$ cat src/rtl/imms_pkg.sv
// ----------------------------------------------------------------------------
// imms_pkg
// Shared constants for the frame min/max statistics block: register indexes,
// report codes, field widths and reset values.
// ----------------------------------------------------------------------------
package imms_pkg;

  // Frame size limit and configuration port widths
  localparam int DEFAULT_MAX_DIM = 4096;
  localparam int CFG_W           = 13;
  localparam int CFG_IDX_W       = 2;

  // Register indexes
  localparam logic [CFG_IDX_W-1:0] REG_FRAME_WIDTH  = 2'd0;
  localparam logic [CFG_IDX_W-1:0] REG_FRAME_HEIGHT = 2'd1;

  // Register reset values
  localparam logic [CFG_W-1:0] FRAME_WIDTH_RESET  = 13'd640;
  localparam logic [CFG_W-1:0] FRAME_HEIGHT_RESET = 13'd480;

  // Pixel and report field widths
  localparam int CHAN_W  = 8;
  localparam int COLOR_W = 3 * CHAN_W;
  localparam int SUM_W   = 10;
  localparam int COORD_W = 12;
  localparam int KIND_W  = 2;

  // Darkest-pixel tracker start: above every possible R+G+B
  localparam logic [SUM_W-1:0] LOW_SUM_START = SUM_W'(256 * 3 + 1);

  // Report codes, emitted in this order at frame end
  localparam logic [KIND_W-1:0] KIND_MAX_PIXEL = 2'd0;
  localparam logic [KIND_W-1:0] KIND_MIN_PIXEL = 2'd1;
  localparam logic [KIND_W-1:0] KIND_CHAN_MAX  = 2'd2;
  localparam logic [KIND_W-1:0] KIND_CHAN_MIN  = 2'd3;

endpackage

$ cat src/rtl/image_min_max_statistics_top.sv
// ----------------------------------------------------------------------------
// image_min_max_statistics_top
// Per-frame pixel statistics: brightest and darkest pixel by R+G+B with
// their coordinates, plus per-channel minima and maxima, reported at frame end.
// ----------------------------------------------------------------------------
//
//  channel | direction | handshake           | payload
//  --------+-----------+---------------------+---------------------------------
//  pixel   | in        | in_valid / in_stall | red, green, blue
//  report  | out       | out_valid/out_stall | report_kind, coord_x, coord_y,
//          |           |                     | out_red, out_green, out_blue,
//          |           |                     | last_of_run
//  config  | in        | wr_en               | wr_index, wr_data
//
// One pixel is accepted per cycle unless in_stall; trackers update in the cycle
// of acceptance. The frame's last pixel copies the final statistics into a
// report buffer and clears the trackers, so the next frame streams in while
// four reports drain, one per cycle unless out_stall. The report buffer holds
// one frame: a frame end during the previous reports' drain stalls pixel input.
// Reset (rst, synchronous) clears position, trackers and the report state.
// ----------------------------------------------------------------------------
module image_min_max_statistics_top #(
  parameter int MAX_DIM = imms_pkg::DEFAULT_MAX_DIM
) (
  input  logic                          clk,
  input  logic                          rst,
  // configuration
  input  logic                          wr_en,
  input  logic [imms_pkg::CFG_IDX_W-1:0] wr_index,
  input  logic [imms_pkg::CFG_W-1:0]    wr_data,
  // pixel input
  input  logic                          in_valid,
  output logic                          in_stall,
  input  logic [imms_pkg::CHAN_W-1:0]   red,
  input  logic [imms_pkg::CHAN_W-1:0]   green,
  input  logic [imms_pkg::CHAN_W-1:0]   blue,
  // report output
  output logic                          out_valid,
  input  logic                          out_stall,
  output logic [imms_pkg::KIND_W-1:0]   report_kind,
  output logic [imms_pkg::COORD_W-1:0]  coord_x,
  output logic [imms_pkg::COORD_W-1:0]  coord_y,
  output logic [imms_pkg::CHAN_W-1:0]   out_red,
  output logic [imms_pkg::CHAN_W-1:0]   out_green,
  output logic [imms_pkg::CHAN_W-1:0]   out_blue,
  output logic                          last_of_run
);

  localparam int DIM_W = (MAX_DIM > 1) ? $clog2(MAX_DIM) : 1;
  localparam int CMP_W = (DIM_W + 1 > imms_pkg::CFG_W) ? DIM_W + 1 : imms_pkg::CFG_W;
  localparam int CW    = imms_pkg::CHAN_W;
  localparam int SW    = imms_pkg::SUM_W;
  localparam int KW    = imms_pkg::KIND_W;
  localparam int COLW  = imms_pkg::COLOR_W;

  // Configuration registers
  logic [imms_pkg::CFG_W-1:0] frame_width;
  logic [imms_pkg::CFG_W-1:0] frame_height;

  // Frame position and trackers
  logic [DIM_W-1:0] column;
  logic [DIM_W-1:0] row;
  logic             frame_started;
  logic [SW-1:0]    low_sum;
  logic [DIM_W-1:0] low_x;
  logic [DIM_W-1:0] low_y;
  logic [COLW-1:0]  low_colour;
  logic [SW-1:0]    high_sum;
  logic [DIM_W-1:0] high_x;
  logic [DIM_W-1:0] high_y;
  logic [COLW-1:0]  high_colour;
  logic [COLW-1:0]  channel_minima;
  logic [COLW-1:0]  channel_maxima;

  // Next tracker values for the current pixel
  logic [SW-1:0]    low_sum_next;
  logic [DIM_W-1:0] low_x_next;
  logic [DIM_W-1:0] low_y_next;
  logic [COLW-1:0]  low_colour_next;
  logic [SW-1:0]    high_sum_next;
  logic [DIM_W-1:0] high_x_next;
  logic [DIM_W-1:0] high_y_next;
  logic [COLW-1:0]  high_colour_next;
  logic [COLW-1:0]  channel_minima_next;
  logic [COLW-1:0]  channel_maxima_next;

  // Report buffer
  logic             rep_busy;
  logic [KW-1:0]    rep_idx;
  logic [DIM_W-1:0] rep_high_x;
  logic [DIM_W-1:0] rep_high_y;
  logic [COLW-1:0]  rep_high_colour;
  logic [DIM_W-1:0] rep_low_x;
  logic [DIM_W-1:0] rep_low_y;
  logic [COLW-1:0]  rep_low_colour;
  logic [COLW-1:0]  rep_maxima;
  logic [COLW-1:0]  rep_minima;

  // Combinational helpers
  logic [CMP_W-1:0] width_clamped;
  logic [CMP_W-1:0] height_clamped;
  logic             last_col;
  logic             last_row;
  logic             frame_end;
  logic [SW-1:0]    pixel_sum;
  logic [COLW-1:0]  pixel_colour;
  logic             take_low;
  logic             take_high;
  logic             in_take;
  logic             out_take;
  logic             rep_done;
  logic [COLW-1:0]  rep_colour;

  // Write configuration registers; other indexes are ignored
  always_ff @(posedge clk) begin
    if (rst) begin
      frame_width  <= imms_pkg::FRAME_WIDTH_RESET;
      frame_height <= imms_pkg::FRAME_HEIGHT_RESET;
    end else if (wr_en) begin
      if (wr_index == imms_pkg::REG_FRAME_WIDTH) begin
        frame_width <= wr_data;
      end
      if (wr_index == imms_pkg::REG_FRAME_HEIGHT) begin
        frame_height <= wr_data;
      end
    end
  end

  // Clamp frame size to 1..MAX_DIM and find the last column and row
  always_comb begin
    width_clamped  = CMP_W'(frame_width);
    height_clamped = CMP_W'(frame_height);
    if (width_clamped == '0) begin
      width_clamped = CMP_W'(1);
    end else if (width_clamped > CMP_W'(MAX_DIM)) begin
      width_clamped = CMP_W'(MAX_DIM);
    end
    if (height_clamped == '0) begin
      height_clamped = CMP_W'(1);
    end else if (height_clamped > CMP_W'(MAX_DIM)) begin
      height_clamped = CMP_W'(MAX_DIM);
    end
  end

  assign last_col  = CMP_W'(column) >= (width_clamped - CMP_W'(1));
  assign last_row  = CMP_W'(row) >= (height_clamped - CMP_W'(1));
  assign frame_end = last_col && last_row;

  // Handshakes: hold a frame end while the report buffer is still draining
  assign out_valid = rep_busy;
  assign out_take  = out_valid && !out_stall;
  assign rep_done  = out_take && (rep_idx == imms_pkg::KIND_CHAN_MIN);
  assign in_stall  = rep_busy && frame_end && !rep_done;
  assign in_take   = in_valid && !in_stall;

  // Evaluate the current pixel against the trackers
  assign pixel_sum    = SW'(red) + SW'(green) + SW'(blue);
  assign pixel_colour = {red, green, blue};
  assign take_low     = pixel_sum < low_sum;
  assign take_high    = !frame_started || (pixel_sum > high_sum);

  always_comb begin
    low_sum_next     = take_low ? pixel_sum : low_sum;
    low_x_next       = take_low ? column : low_x;
    low_y_next       = take_low ? row : low_y;
    low_colour_next  = take_low ? pixel_colour : low_colour;
    high_sum_next    = take_high ? pixel_sum : high_sum;
    high_x_next      = take_high ? column : high_x;
    high_y_next      = take_high ? row : high_y;
    high_colour_next = take_high ? pixel_colour : high_colour;

    channel_minima_next[3*CW-1:2*CW] =
      (red < channel_minima[3*CW-1:2*CW]) ? red : channel_minima[3*CW-1:2*CW];
    channel_minima_next[2*CW-1:CW] =
      (green < channel_minima[2*CW-1:CW]) ? green : channel_minima[2*CW-1:CW];
    channel_minima_next[CW-1:0] =
      (blue < channel_minima[CW-1:0]) ? blue : channel_minima[CW-1:0];

    channel_maxima_next[3*CW-1:2*CW] =
      (red > channel_maxima[3*CW-1:2*CW]) ? red : channel_maxima[3*CW-1:2*CW];
    channel_maxima_next[2*CW-1:CW] =
      (green > channel_maxima[2*CW-1:CW]) ? green : channel_maxima[2*CW-1:CW];
    channel_maxima_next[CW-1:0] =
      (blue > channel_maxima[CW-1:0]) ? blue : channel_maxima[CW-1:0];
  end

  // Advance position and trackers; clear them after the frame's last pixel
  always_ff @(posedge clk) begin
    if (rst || (in_take && frame_end)) begin
      column         <= '0;
      row            <= '0;
      frame_started  <= 1'b0;
      low_sum        <= imms_pkg::LOW_SUM_START;
      low_x          <= '0;
      low_y          <= '0;
      low_colour     <= '0;
      high_sum       <= '0;
      high_x         <= '0;
      high_y         <= '0;
      high_colour    <= '0;
      channel_minima <= '1;
      channel_maxima <= '0;
    end else if (in_take) begin
      if (last_col) begin
        column <= '0;
        row    <= DIM_W'(row + 1'b1);
      end else begin
        column <= DIM_W'(column + 1'b1);
      end
      frame_started  <= 1'b1;
      low_sum        <= low_sum_next;
      low_x          <= low_x_next;
      low_y          <= low_y_next;
      low_colour     <= low_colour_next;
      high_sum       <= high_sum_next;
      high_x         <= high_x_next;
      high_y         <= high_y_next;
      high_colour    <= high_colour_next;
      channel_minima <= channel_minima_next;
      channel_maxima <= channel_maxima_next;
    end
  end

  // Capture final statistics into the report buffer at frame end
  always_ff @(posedge clk) begin
    if (in_take && frame_end) begin
      rep_high_x      <= high_x_next;
      rep_high_y      <= high_y_next;
      rep_high_colour <= high_colour_next;
      rep_low_x       <= low_x_next;
      rep_low_y       <= low_y_next;
      rep_low_colour  <= low_colour_next;
      rep_maxima      <= channel_maxima_next;
      rep_minima      <= channel_minima_next;
    end
  end

  // Step through the four reports
  always_ff @(posedge clk) begin
    if (rst) begin
      rep_busy <= 1'b0;
      rep_idx  <= imms_pkg::KIND_MAX_PIXEL;
    end else if (in_take && frame_end) begin
      rep_busy <= 1'b1;
      rep_idx  <= imms_pkg::KIND_MAX_PIXEL;
    end else if (out_take) begin
      if (rep_idx == imms_pkg::KIND_CHAN_MIN) begin
        rep_busy <= 1'b0;
      end else begin
        rep_idx <= KW'(rep_idx + 1'b1);
      end
    end
  end

  // Select the report fields
  always_comb begin
    coord_x    = '0;
    coord_y    = '0;
    rep_colour = rep_minima;
    unique case (rep_idx)
      imms_pkg::KIND_MAX_PIXEL: begin
        coord_x    = imms_pkg::COORD_W'(rep_high_x);
        coord_y    = imms_pkg::COORD_W'(rep_high_y);
        rep_colour = rep_high_colour;
      end
      imms_pkg::KIND_MIN_PIXEL: begin
        coord_x    = imms_pkg::COORD_W'(rep_low_x);
        coord_y    = imms_pkg::COORD_W'(rep_low_y);
        rep_colour = rep_low_colour;
      end
      imms_pkg::KIND_CHAN_MAX: begin
        rep_colour = rep_maxima;
      end
      imms_pkg::KIND_CHAN_MIN: begin
        rep_colour = rep_minima;
      end
      default: begin
        rep_colour = rep_minima;
      end
    endcase
  end

  assign report_kind = rep_idx;
  assign out_red     = rep_colour[3*CW-1:2*CW];
  assign out_green   = rep_colour[2*CW-1:CW];
  assign out_blue    = rep_colour[CW-1:0];
  assign last_of_run = (rep_idx == imms_pkg::KIND_CHAN_MIN);

  // A frame end starts the report sequence at the max-pixel report
  a_frame_end_starts_reports: assert property (@(posedge clk) disable iff (rst)
    (in_take && frame_end) |=> (out_valid && report_kind == imms_pkg::KIND_MAX_PIXEL))
    else $error("frame end did not start a report sequence");

  // A frame end clears position and trackers
  a_frame_end_clears: assert property (@(posedge clk) disable iff (rst)
    (in_take && frame_end) |=> (column == '0 && row == '0 && !frame_started))
    else $error("trackers not cleared after frame end");

  // A stalled report keeps its place in the sequence
  a_report_holds: assert property (@(posedge clk) disable iff (rst)
    (out_valid && out_stall) |=> (out_valid && $stable(rep_idx)))
    else $error("report advanced while stalled");

  // The report buffer is never overwritten while reports remain
  a_no_overwrite: assert property (@(posedge clk) disable iff (rst)
    (in_take && frame_end && rep_busy) |-> rep_done)
    else $error("report buffer overwritten before drained");

endmodule
$ cat config.mk
export PLATFORM = sky130hd
export DESIGN_NAME = image_min_max_statistics_top
export DESIGN_NICKNAME = d
export VERILOG_FILES = /design/src/rtl/imms_pkg.sv /design/src/rtl/image_min_max_statistics_top.sv
export SDC_FILE = /design/constraint.sdc
export NUM_CORES = 1
export LEC_CHECK = 0
export ABC_AREA = 1
export BUFFER_PORTS_ARGS = -buffer_cell sky130_fd_sc_hd__buf_2
export CAP_MARGIN = 20
export CORE_MARGIN = 5
export CORE_UTILIZATION = 35
export DETAILED_ROUTE_END_ITERATION = 16
export HOLD_SLACK_MARGIN = 0.02
export PLACE_DENSITY = 0.57
export SLEW_MARGIN = 20
export SYNTH_ARGS = -nofsm -noshare
export SYNTH_HDL_FRONTEND = slang
export SYNTH_SLANG_ARGS = --single-unit
export TNS_END_PERCENT = 50
$ cat constraint.sdc
create_clock -name clk -period 5.9 [get_ports clk]
set_input_delay 0.295 -clock clk [delete_from_list [all_inputs] [get_ports clk]]
set_output_delay 0.295 -clock clk [all_outputs]
set_load 0.02 [all_outputs]
==> run summary, run 1 <==
maxcap violations: 0
CP endpoint kind: output port
r2r setup slk: 1.06 ns
CP Launch Type: flop
Finished Layout Cells: 3,000
Congestion Overflow GR: 0
switch share: 0.297
Worst-Skew Late Latency: 0.56 ns
internal power: 0.00484 W
vias in the first global route: 15,000
Critical R2R Launch: frame_width[2]$_SDFFE_PP0P_
Tot GR Track Use: 0.174
CTS clk-pin slew, worst paths: 0.06 ns
sequential power share: 0.417
core area: 52,200 µm²
Yosys top cell area share: 0.238
htree depth: 2
syn nets: 2,387
ys async rst share: 0
Data arrival, critical path: 4.87 ns
Critical Path Start: frame_width[2]$_SDFFE_PP0P_
CP endpoint: in_stall
share of post-route cells with drive strength above 1: 0.0904
final setup TNS: 0 ns
average size of a mapped cell: 8.23 µm²
Cells after DPL: 2,908
min cycle time layout: 5.17 ns
sequential cell area: 8690 µm²
Chip Width: 239 µm
port bufs: 96
router iterations before antenna repair: 5
Longest Clk Path Bufs: 3
via count: 15,600
Layout Nets: 2,435
Min-Delay Path Class: input port to flop
P&R area growth vs syn: 13.6%
cts bufs inserted: 42
clk root buf: clkbuf_16
post-route ant nets: 0
clock network power share: 0.386
net load switching power: 0.00205 W
sequential share of the synthesized area: 0.473
outcome: finished, final reports clean
Power Total: 0.00688 W
skew final: 0.0222 ns
fmax: 194 MHz
Pins Over Slew Limit: 0
P_leak: 8.50 nW
Primary FF master, synth: dfxtp_1
first-pass GRT wire length: 80,600 µm
DRC viols: 0
Starting Density: 0.351
Syn. warnings: 0
WS Path Type: flop to output port
dpl cell area: 19,300 µm²
Post-DP HPWL: 32,000 µm
Final Cycle Share: 0.876
Crit Reg-Reg Endpoint: high_colour[23]$_SDFFE_PP0N_
Die Footprint: 57,100 µm²
DR iter-0 viols: 1,006
Cell Rows: 84
largest area contributor in the netlist: dfxtp_1
# setup viols final: 0
WP data required: 5.61 ns
Slew headroom: 0.232
Synth Instances: 2,231
combinational share of power: 0.197
Slew @ Worst Pin: 1.14 ns
cell area after layout: 20,800 µm²
CTS tree: built
largest net degree at the start of global routing: 145
Post-synth EDFFs: 144
worst r2r path cells: 29
pwr/cell area: 330 nW/µm²
final wirelength: 51,000 µm
Area contributors post-synth: dfxtp_1, edfxtp_1, nand2_1, a21oi_1, ha_1
clk sinks: 362
drt via density: 5.21
Die Y: 239 µm
RSZ-0062 raised after global routing: no
initial antenna violation count: 1
Filler cells: 5,188
CP Max Fanout: 76
WL/cell: 17.0 µm
number of top-level pins: 97
synthesized area: 18,400 µm²
Post-CTS Setup Inserts: 0
final hold vios: 0
Final GP Congestion: 0.840
post-synthesis register bit count: 362
peak supply drop: 211 µV
Multi-input gate area: 8350 µm²
Diodes inserted: 0
Cell variety after synth: 39
worst min-delay path by stage:
stage	from	end	slack (ns)	cells past startpoint
6_report	wr_data[12]	frame_height[12]$_SDFFE_PP0P_	0.07	3
4_1_cts	wr_data[12]	frame_height[12]$_SDFFE_PP0P_	0.04	3
2_1_floorplan	rst	frame_height[1]$_SDFFE_PP0P_	0.36	1
3_3_place_gp	low_x[0]$_SDFFE_PP0N_	low_x[0]$_SDFFE_PP0N_	0.45	2
5_1_grt	wr_data[12]	frame_height[12]$_SDFFE_PP0P_	0.11	3
3_5_place_dp	low_colour[20]$_SDFFE_PP0N_	low_colour[20]$_SDFFE_PP0N_	0.45	2
placed cells by master, fill, tap and decap left out, types with 40 or more instances in the layout:
master,Yosys,routed
nand2_1,547,546
a21oi_1,277,277
dfxtp_1,218,218
inv_1,179,178
nor2_1,155,155
edfxtp_1,144,144
o21ai_0,131,131
nand3_1,130,129
ha_1,103,100
buf_2,24,95
clkbuf_16,0,45
nand4_1,44,44
xor2_1,40,40
per-layer routing:
metal	track usage	part of all wire
met1	0.237	0.46
met4	0.0420	0.019
met2	0.289	0.46
met3	0.0302	0.058
met5	0	0
stage by stage:
step | setup slack [ns] | util | hold slack, ns
finish | 0.732 | 0.399 | 0.0746
global route | 0.162 | 0.399 | 0.105
CTS | 0.667 | 0.399 | 0.0358
detailed placement | 1.08 | 0.369 | 0.452
global placement | 1.21 | 0.369 | 0.447
floorplan | 0.650 | - | 0.364
power by group through the flow:
stage | registers (W) | clock network (W) | logic, W
after floorplan | 0.00290 | 0 | 0.00100
after global placement | 0.00292 | 0 | 0.00130
after detailed placement | 0.00292 | 0 | 0.00134
after CTS | 0.00287 | 0.00271 | 0.00135
after global routing | 0.00289 | 0.00281 | 0.00155
final | 0.00287 | 0.00266 | 0.00135
synthesized netlist by cell type (26+ instances only):
master / instances
dfxtp_1: 218
xor2_1: 40
nor2_1: 155
nand3_1: 130
o21ai_0: 131
buf_4: 26
clkbuf_1: 53
nand4_1: 44
nand2_1: 547
ha_1: 103
inv_1: 179
a21oi_1: 277
edfxtp_1: 144
critical path: stages (launching register included):
cell and delay [ns]:
dfxtp_1 0.39, nor2_1 0.07, nand2_1 0.06, nor2_1 0.04, nand2_1 0.09, nor2_1 0.05
o21ai_0 0.39, ha_1 0.32, nand2_2 0.11, nor2_1 0.12, xor2_1 0.21, ha_1 0.30
nand2_1 0.10, o21bai_1 0.11, nand3_1 0.09, nor2_1 0.11, nand2_1 0.06, nand2_1 0.05
nand2_1 0.05, nand2_1 0.05, nand2_1 0.05, nand2_2 0.15, inv_2 0.21, nand2_4 0.46
buf_12 0.40, inv_1 0.10, buf_2 0.18
state kept, by name (all words and copies together), names as in the netlist, 2 cells and up:
register,count
channel_maxima,24
channel_minima,24
high_colour,24
low_colour,24
rep_high_colour,24
rep_low_colour,24
rep_maxima,24
rep_minima,24
frame_height,13
frame_width,13
column,12
high_x,12
high_y,12
low_x,12
low_y,12
rep_high_x,12
rep_high_y,12
rep_low_x,12
rep_low_y,12
row,12
high_sum,10
low_sum,10
report_kind,2
cells by family (layout without fill, tap and decap cells):
family | count (synthesis) | count (layout) | share of synthesized area
buf+inv | 310 | 391 | 0.0753
flops | 362 | 362 | 0.473
xor+xnor | 44 | 44 | 0.0210
fa+ha+maj | 112 | 112 | 0.0800
compound gates | 490 | 490 | 0.144
simple gates | 913 | 913 | 0.206
timing repair:
action                    4_1_cts  5_1_grt
hold buffers                   13        0
resized for setup               0        0
hold endpoints to repair       17        0
cell type report:
type                       count  area share
tap                          688      0.0413
sequential                   362       0.417
multi-input combinational   1559       0.400
clock buffer                  62      0.0614
inverter                     186      0.0337
clock inverter                15     0.00654
timing repair buffer         128      0.0399
(Power assumes the default switching activity.)
==> inputs of run 2 (changes only) <==
PLACE_DENSITY = 0.56   (was 0.57)
clock period = 6.5 ns   (was 5.9 ns; I/O delays follow)
==> run 2 against run 1 <==
Compared with the run above: clock skew increased by 0.011 ns; sequential cell count unchanged; design area decreased by 0.62%; combinational power decreased by 11%; register-to-register slack improved by 0.63 ns; critical endpoint unchanged; largest cell class unchanged.
==> run summary, run 2 (synthesized netlist as in run 1, its figures left out) <==
Chip Width: 239 µm
Critical R2R Launch: frame_width[2]$_SDFFE_PP0P_
clock network power share: 0.383
clk sinks: 362
sequential power share: 0.422
setup ws final: 1.52 ns
largest net degree at the start of global routing: 157
Tot GR Track Use: 0.171
CTS tree: built
r2r setup slk: 1.69 ns
CP endpoint kind: output port
Crit Reg-Reg Endpoint: rep_maxima[19]$_DFFE_PP_
final wirelength: 49,700 µm
P&R area growth vs syn: 12.9%
core area: 52,200 µm²
cts bufs inserted: 42
first-pass GRT wire length: 79,400 µm
pwr/cell area: 298 nW/µm²
port bufs: 96
Critical Path Start: frame_width[2]$_SDFFE_PP0P_
clk root buf: clkbuf_16
combinational share of power: 0.195
htree depth: 2
worst r2r path cells: 27
net load switching power: 0.00184 W
# setup viols final: 0
share of post-route cells with drive strength above 1: 0.0875
Slew headroom: 0.294
Layout Nets: 2,432
min cycle time layout: 4.98 ns
vias in the first global route: 14,800
Diodes inserted: 0
outcome: finished, final reports clean
peak supply drop: 170 µV
DR iter-0 viols: 1,061
RSZ-0062 raised after global routing: no
CP max stage cell: buf_12
Data arrival, critical path: 4.66 ns
P_leak: 8.47 nW
Congestion Overflow GR: 0
Final Cycle Share: 0.766
Cell Rows: 84
initial antenna violation count: 0
Filler cells: 5,254
Min-Delay Path Class: input port to flop
CP Launch Type: flop
CP Max Fanout: 110
commonest non-fill, non-tap cell in the layout: nand2_1
WS Path Type: flop to output port
Final GP Congestion: 0.800
drt via density: 5.13
post-cts gate resize count: 0
router iterations before antenna repair: 5
post-route ant nets: 0
Starting Density: 0.351
internal power: 0.00434 W
CTS clk-pin slew, worst paths: 0.05 ns
fmax: 201 MHz
Fin Hold WS: 0.0528 ns
CP endpoint: in_stall
Post-DP HPWL: 31,000 µm
Die Footprint: 57,100 µm²
sequential cell area: 8690 µm²
Place WS: 1.56 ns
Die Y: 239 µm
DRC viols: 0
Pins Over Slew Limit: 0
most frequent CP cell: nand2_1
final hold vios: 0
commonest cells after routing, fill and taps aside: nand2_1, a21oi_1, dfxtp_1
skew final: 0.0332 ns
WP data required: 6.17 ns
Worst-Skew Late Latency: 0.56 ns
switch share: 0.298
Multi-input gate area: 8340 µm²
Slew @ Worst Pin: 1.05 ns
slowest cell delay on critical path: 0.46 ns
WL/cell: 16.6 µm
number of top-level pins: 97
final setup TNS: 0 ns
Longest Clk Path Bufs: 3
via count: 15,400
maxcap violations: 0
## run 2: layout make-up
cell class | count | share of cell area
clock inverter | 18 | 0.00966
timing repair buffer | 125 | 0.0367
tap | 688 | 0.0415
clock buffer | 58 | 0.0560
sequential | 362 | 0.419
multi-input combinational | 1559 | 0.403
inverter | 186 | 0.0339
## run 2: worst min path at each step
stage | slack [ns] | startpoint | depth (start not counted) | end
after floorplan | 0.39 | rst | 1 | frame_height[1]$_SDFFE_PP0P_
after CTS | 0.02 | wr_data[1] | 3 | frame_width[1]$_SDFFE_PP0P_
final | 0.05 | wr_data[1] | 3 | frame_width[1]$_SDFFE_PP0P_
after global routing | 0.04 | wr_data[9] | 3 | frame_width[9]$_SDFFE_PP1P_
after global placement | 0.45 | low_y[5]$_SDFFE_PP0N_ | 2 | low_y[5]$_SDFFE_PP0N_
after detailed placement | 0.45 | low_x[1]$_SDFFE_PP0N_ | 2 | low_x[1]$_SDFFE_PP0N_
## run 2: per-layer routing
metal,part of all wire,GRT usage,vias up,routed length (µm)
li1,-,-,7625,-
met1,0.48,0.238,7338,23700
met2,0.45,0.276,345,22400
met5,0,0,-,0
met3,0.053,0.0283,69,2620
met4,0.020,0.0469,0,1010
## run 2: power by group through the flow
stage	registers [W]	logic, W	clock network, W
after floorplan	0.00264	0.000910	0
after global placement	0.00265	0.00117	0
after detailed placement	0.00265	0.00120	0
after CTS	0.00261	0.00121	0.00242
after global routing	0.00262	0.00139	0.00251
final	0.00261	0.00120	0.00236
## run 2: stage by stage
stage                      util  power, W  std cells  cell area (µm²)
after CTS                 0.396   0.00623       2995            20700
final                     0.397   0.00618       2996            20700
after global routing      0.397   0.00652       2996            20700
after detailed placement  0.369   0.00385       2910            19300
after floorplan               -   0.00355       2231            18400
after global placement    0.369   0.00382       2910            19300
## run 2: repair_timing
action,4_1_cts,5_1_grt
buffers inserted,0,0
endpoints found under the hold margin,9,0
hold buffers,9,0
## run 2: critical path: cells and delay by family, from the launching register on
kind / cells / cell delay, ns
XOR/XNOR: 1 / 0.19
buffers and inverters: 6 / 1.09
adder cells (fa/ha/maj): 2 / 0.60
AND/OR/NAND/NOR: 17 / 1.29
AO/OA/AOI/OAI: 2 / 0.50
flip-flops: 1 / 0.39
==> inputs of run 3 (changes only) <==
clock period = 5.1 ns   (was 6.5 ns; I/O delays follow)
==> run 3 against run 2 <==
Compared with the run above: critical endpoint unchanged; largest cell class unchanged; total power rose by 30%; sequential cell count stayed put; clock power grew 32%; utilization is 0.51 points higher; highest routed layer unchanged; setup slack got worse by 0.90 ns; via count increased by 0.80%; clock skew is 0.0066 ns lower; critical path type unchanged; register-to-register slack worse by 0.84 ns.
==> run summary, run 3 (synthesized netlist as in run 1, its figures left out) <==
Chip Width: 239 µm
met3 Track Usage GR: 0.0286
cts bufs inserted: 42
P_leak: 8.58 nW
final setup TNS: 0 ns
Tot GR Track Use: 0.173
clk root buf: clkbuf_16
RSZ-0062 raised after global routing: no
Starting Density: 0.351
router iterations before antenna repair: 5
Finished Layout Cells: 3,007
outcome: finished, final reports clean
clk sinks: 362
Final GP Congestion: 0.813
Final Cycle Share: 0.879
Data arrival, critical path: 4.23 ns
Diodes inserted: 0
cell area after layout: 21,000 µm²
final hold vios: 0
vias in the first global route: 14,700
skew final: 0.0267 ns
fmax: 223 MHz
slowest cell delay on critical path: 0.34 ns
Pins Over Slew Limit: 0
busiest grt layer: met2
final wirelength: 51,300 µm
share of post-route cells with drive strength above 1: 0.0944
Congestion Overflow GR: 0
WP data required: 4.85 ns
Die Y: 239 µm
Cells after DPL: 2,913
CP endpoint kind: output port
DRC viols: 0
via count: 15,500
htree depth: 2
port bufs: 96
drt via density: 5.15
Longest Clk Path Bufs: 3
largest net degree at the start of global routing: 157
Cell Rows: 84
maxcap violations: 0
commonest cells after routing, fill and taps aside: nand2_1, a21oi_1, dfxtp_1
CP Launch Type: flop
post-route ant nets: 0
dpl cell area: 19,400 µm²
Die Footprint: 57,100 µm²
Worst-Skew Late Latency: 0.57 ns
WS Path Type: flop to output port
peak supply drop: 241 µV
CP max stage cell: dfxtp_1
CP Max Fanout: 55
met1 Resource Use GR: 0.238
Slew headroom: 0.280
most frequent CP cell: nand2_1
Post-DP HPWL: 32,600 µm
Slew @ Worst Pin: 1.07 ns
# setup viols final: 0
first-pass GRT wire length: 80,300 µm
CTS clk-pin slew, worst paths: 0.06 ns
Post-CTS Setup Inserts: 0
initial antenna violation count: 1
met2 global-route usage: 0.289
P&R area growth vs syn: 14.3%
Fin Hold WS: 0.105 ns
core area: 52,200 µm²
Min-Delay Path Class: input port to flop
commonest non-fill, non-tap cell in the layout: nand2_1
DR iter-0 viols: 926
Layout Nets: 2,442
WL/cell: 17.1 µm
min cycle time layout: 4.49 ns
number of top-level pins: 97
CTS tree: built
pwr/cell area: 382 nW/µm²
-- run 3: cell count changes in the layout (fill, tap and decap cells not counted), moves of 4 or more --
cell           delta
buf_4             -5
dlygate4sd3_1     +6
buf_12            +6
clkbuf_1          -5
clkinv_1          -4
clkinv_2          +7
-- run 3: metal layers --
metal  vias to the layer above  routed length [µm]  part of all wire
li1                       7648                   -                 -
met1                      7389               23400              0.46
met4                         0                1050             0.020
met5                         -                   0                 0
met3                        69                2950             0.057
met2                       394               24000              0.47
-- run 3: final cells by class --
cell class | count | area, µm²
Fill cell | 5165 | 31200
Sequential cell | 362 | 8690
Multi-Input combinational cell | 1559 | 8350
Clock buffer | 54 | 1170
Timing Repair Buffer | 135 | 963
Tap cell | 688 | 861
Inverter | 186 | 702
Clock inverter | 23 | 253
-- run 3: critical path, delay by kind of cell (launching register included) --
family | cells | cell delay [ns]
xor gates and xnor gates | 1 | 0.21
AOI/OAI and AO/OA | 2 | 0.21
DFF | 1 | 0.34
adders and majority gates | 2 | 0.49
and+or+nand+nor | 17 | 1.56
buffers and inverters | 6 | 0.84
-- run 3: final timing paths --
| check | end | cells past startpoint | slack, ns | startpoint |
|---|---|---|---|---|
| setup / recovery | in_stall | 28 | 0.61 | frame_width[6]$_SDFFE_PP0P_ |
| hold / removal | frame_width[7]$_SDFFE_PP1P_ | 4 | 0.10 | wr_index[1] |
| setup reg to reg | high_x[1]$_SDFFE_PP0N_ | 29 | 0.85 | frame_width[2]$_SDFFE_PP0P_ |
| hold reg to reg | low_colour[2]$_SDFFE_PP0N_ | 2 | 0.46 | low_colour[2]$_SDFFE_PP0N_ |
-- run 3: through the flow --
step / total power (W) / util / setup slack, ns
2_1_floorplan: 0.00452 / - / 0.00340
3_3_place_gp: 0.00490 / 0.371 / 0.715
3_5_place_dp: 0.00495 / 0.371 / 0.596
4_1_cts: 0.00809 / 0.401 / 0.297
5_1_grt: 0.00846 / 0.402 / 0.105
6_report: 0.00802 / 0.402 / 0.615
-- run 3: power breakdown --
part / leakage (nW) / internal (W) / total (W) / switching (W)
combinational: 4.75 / 0.000530 / 0.00159 / 0.00106
clock: 0.709 / 0.00187 / 0.00311 / 0.00123
sequential: 3.13 / 0.00324 / 0.00332 / 0.0000886
-- run 3: repair_timing --
item,in CTS,in global routing
hold buffers,15,0
gates resized for setup,0,1
endpoints found under the hold margin,21,0
setup endpoints to repair,0,1
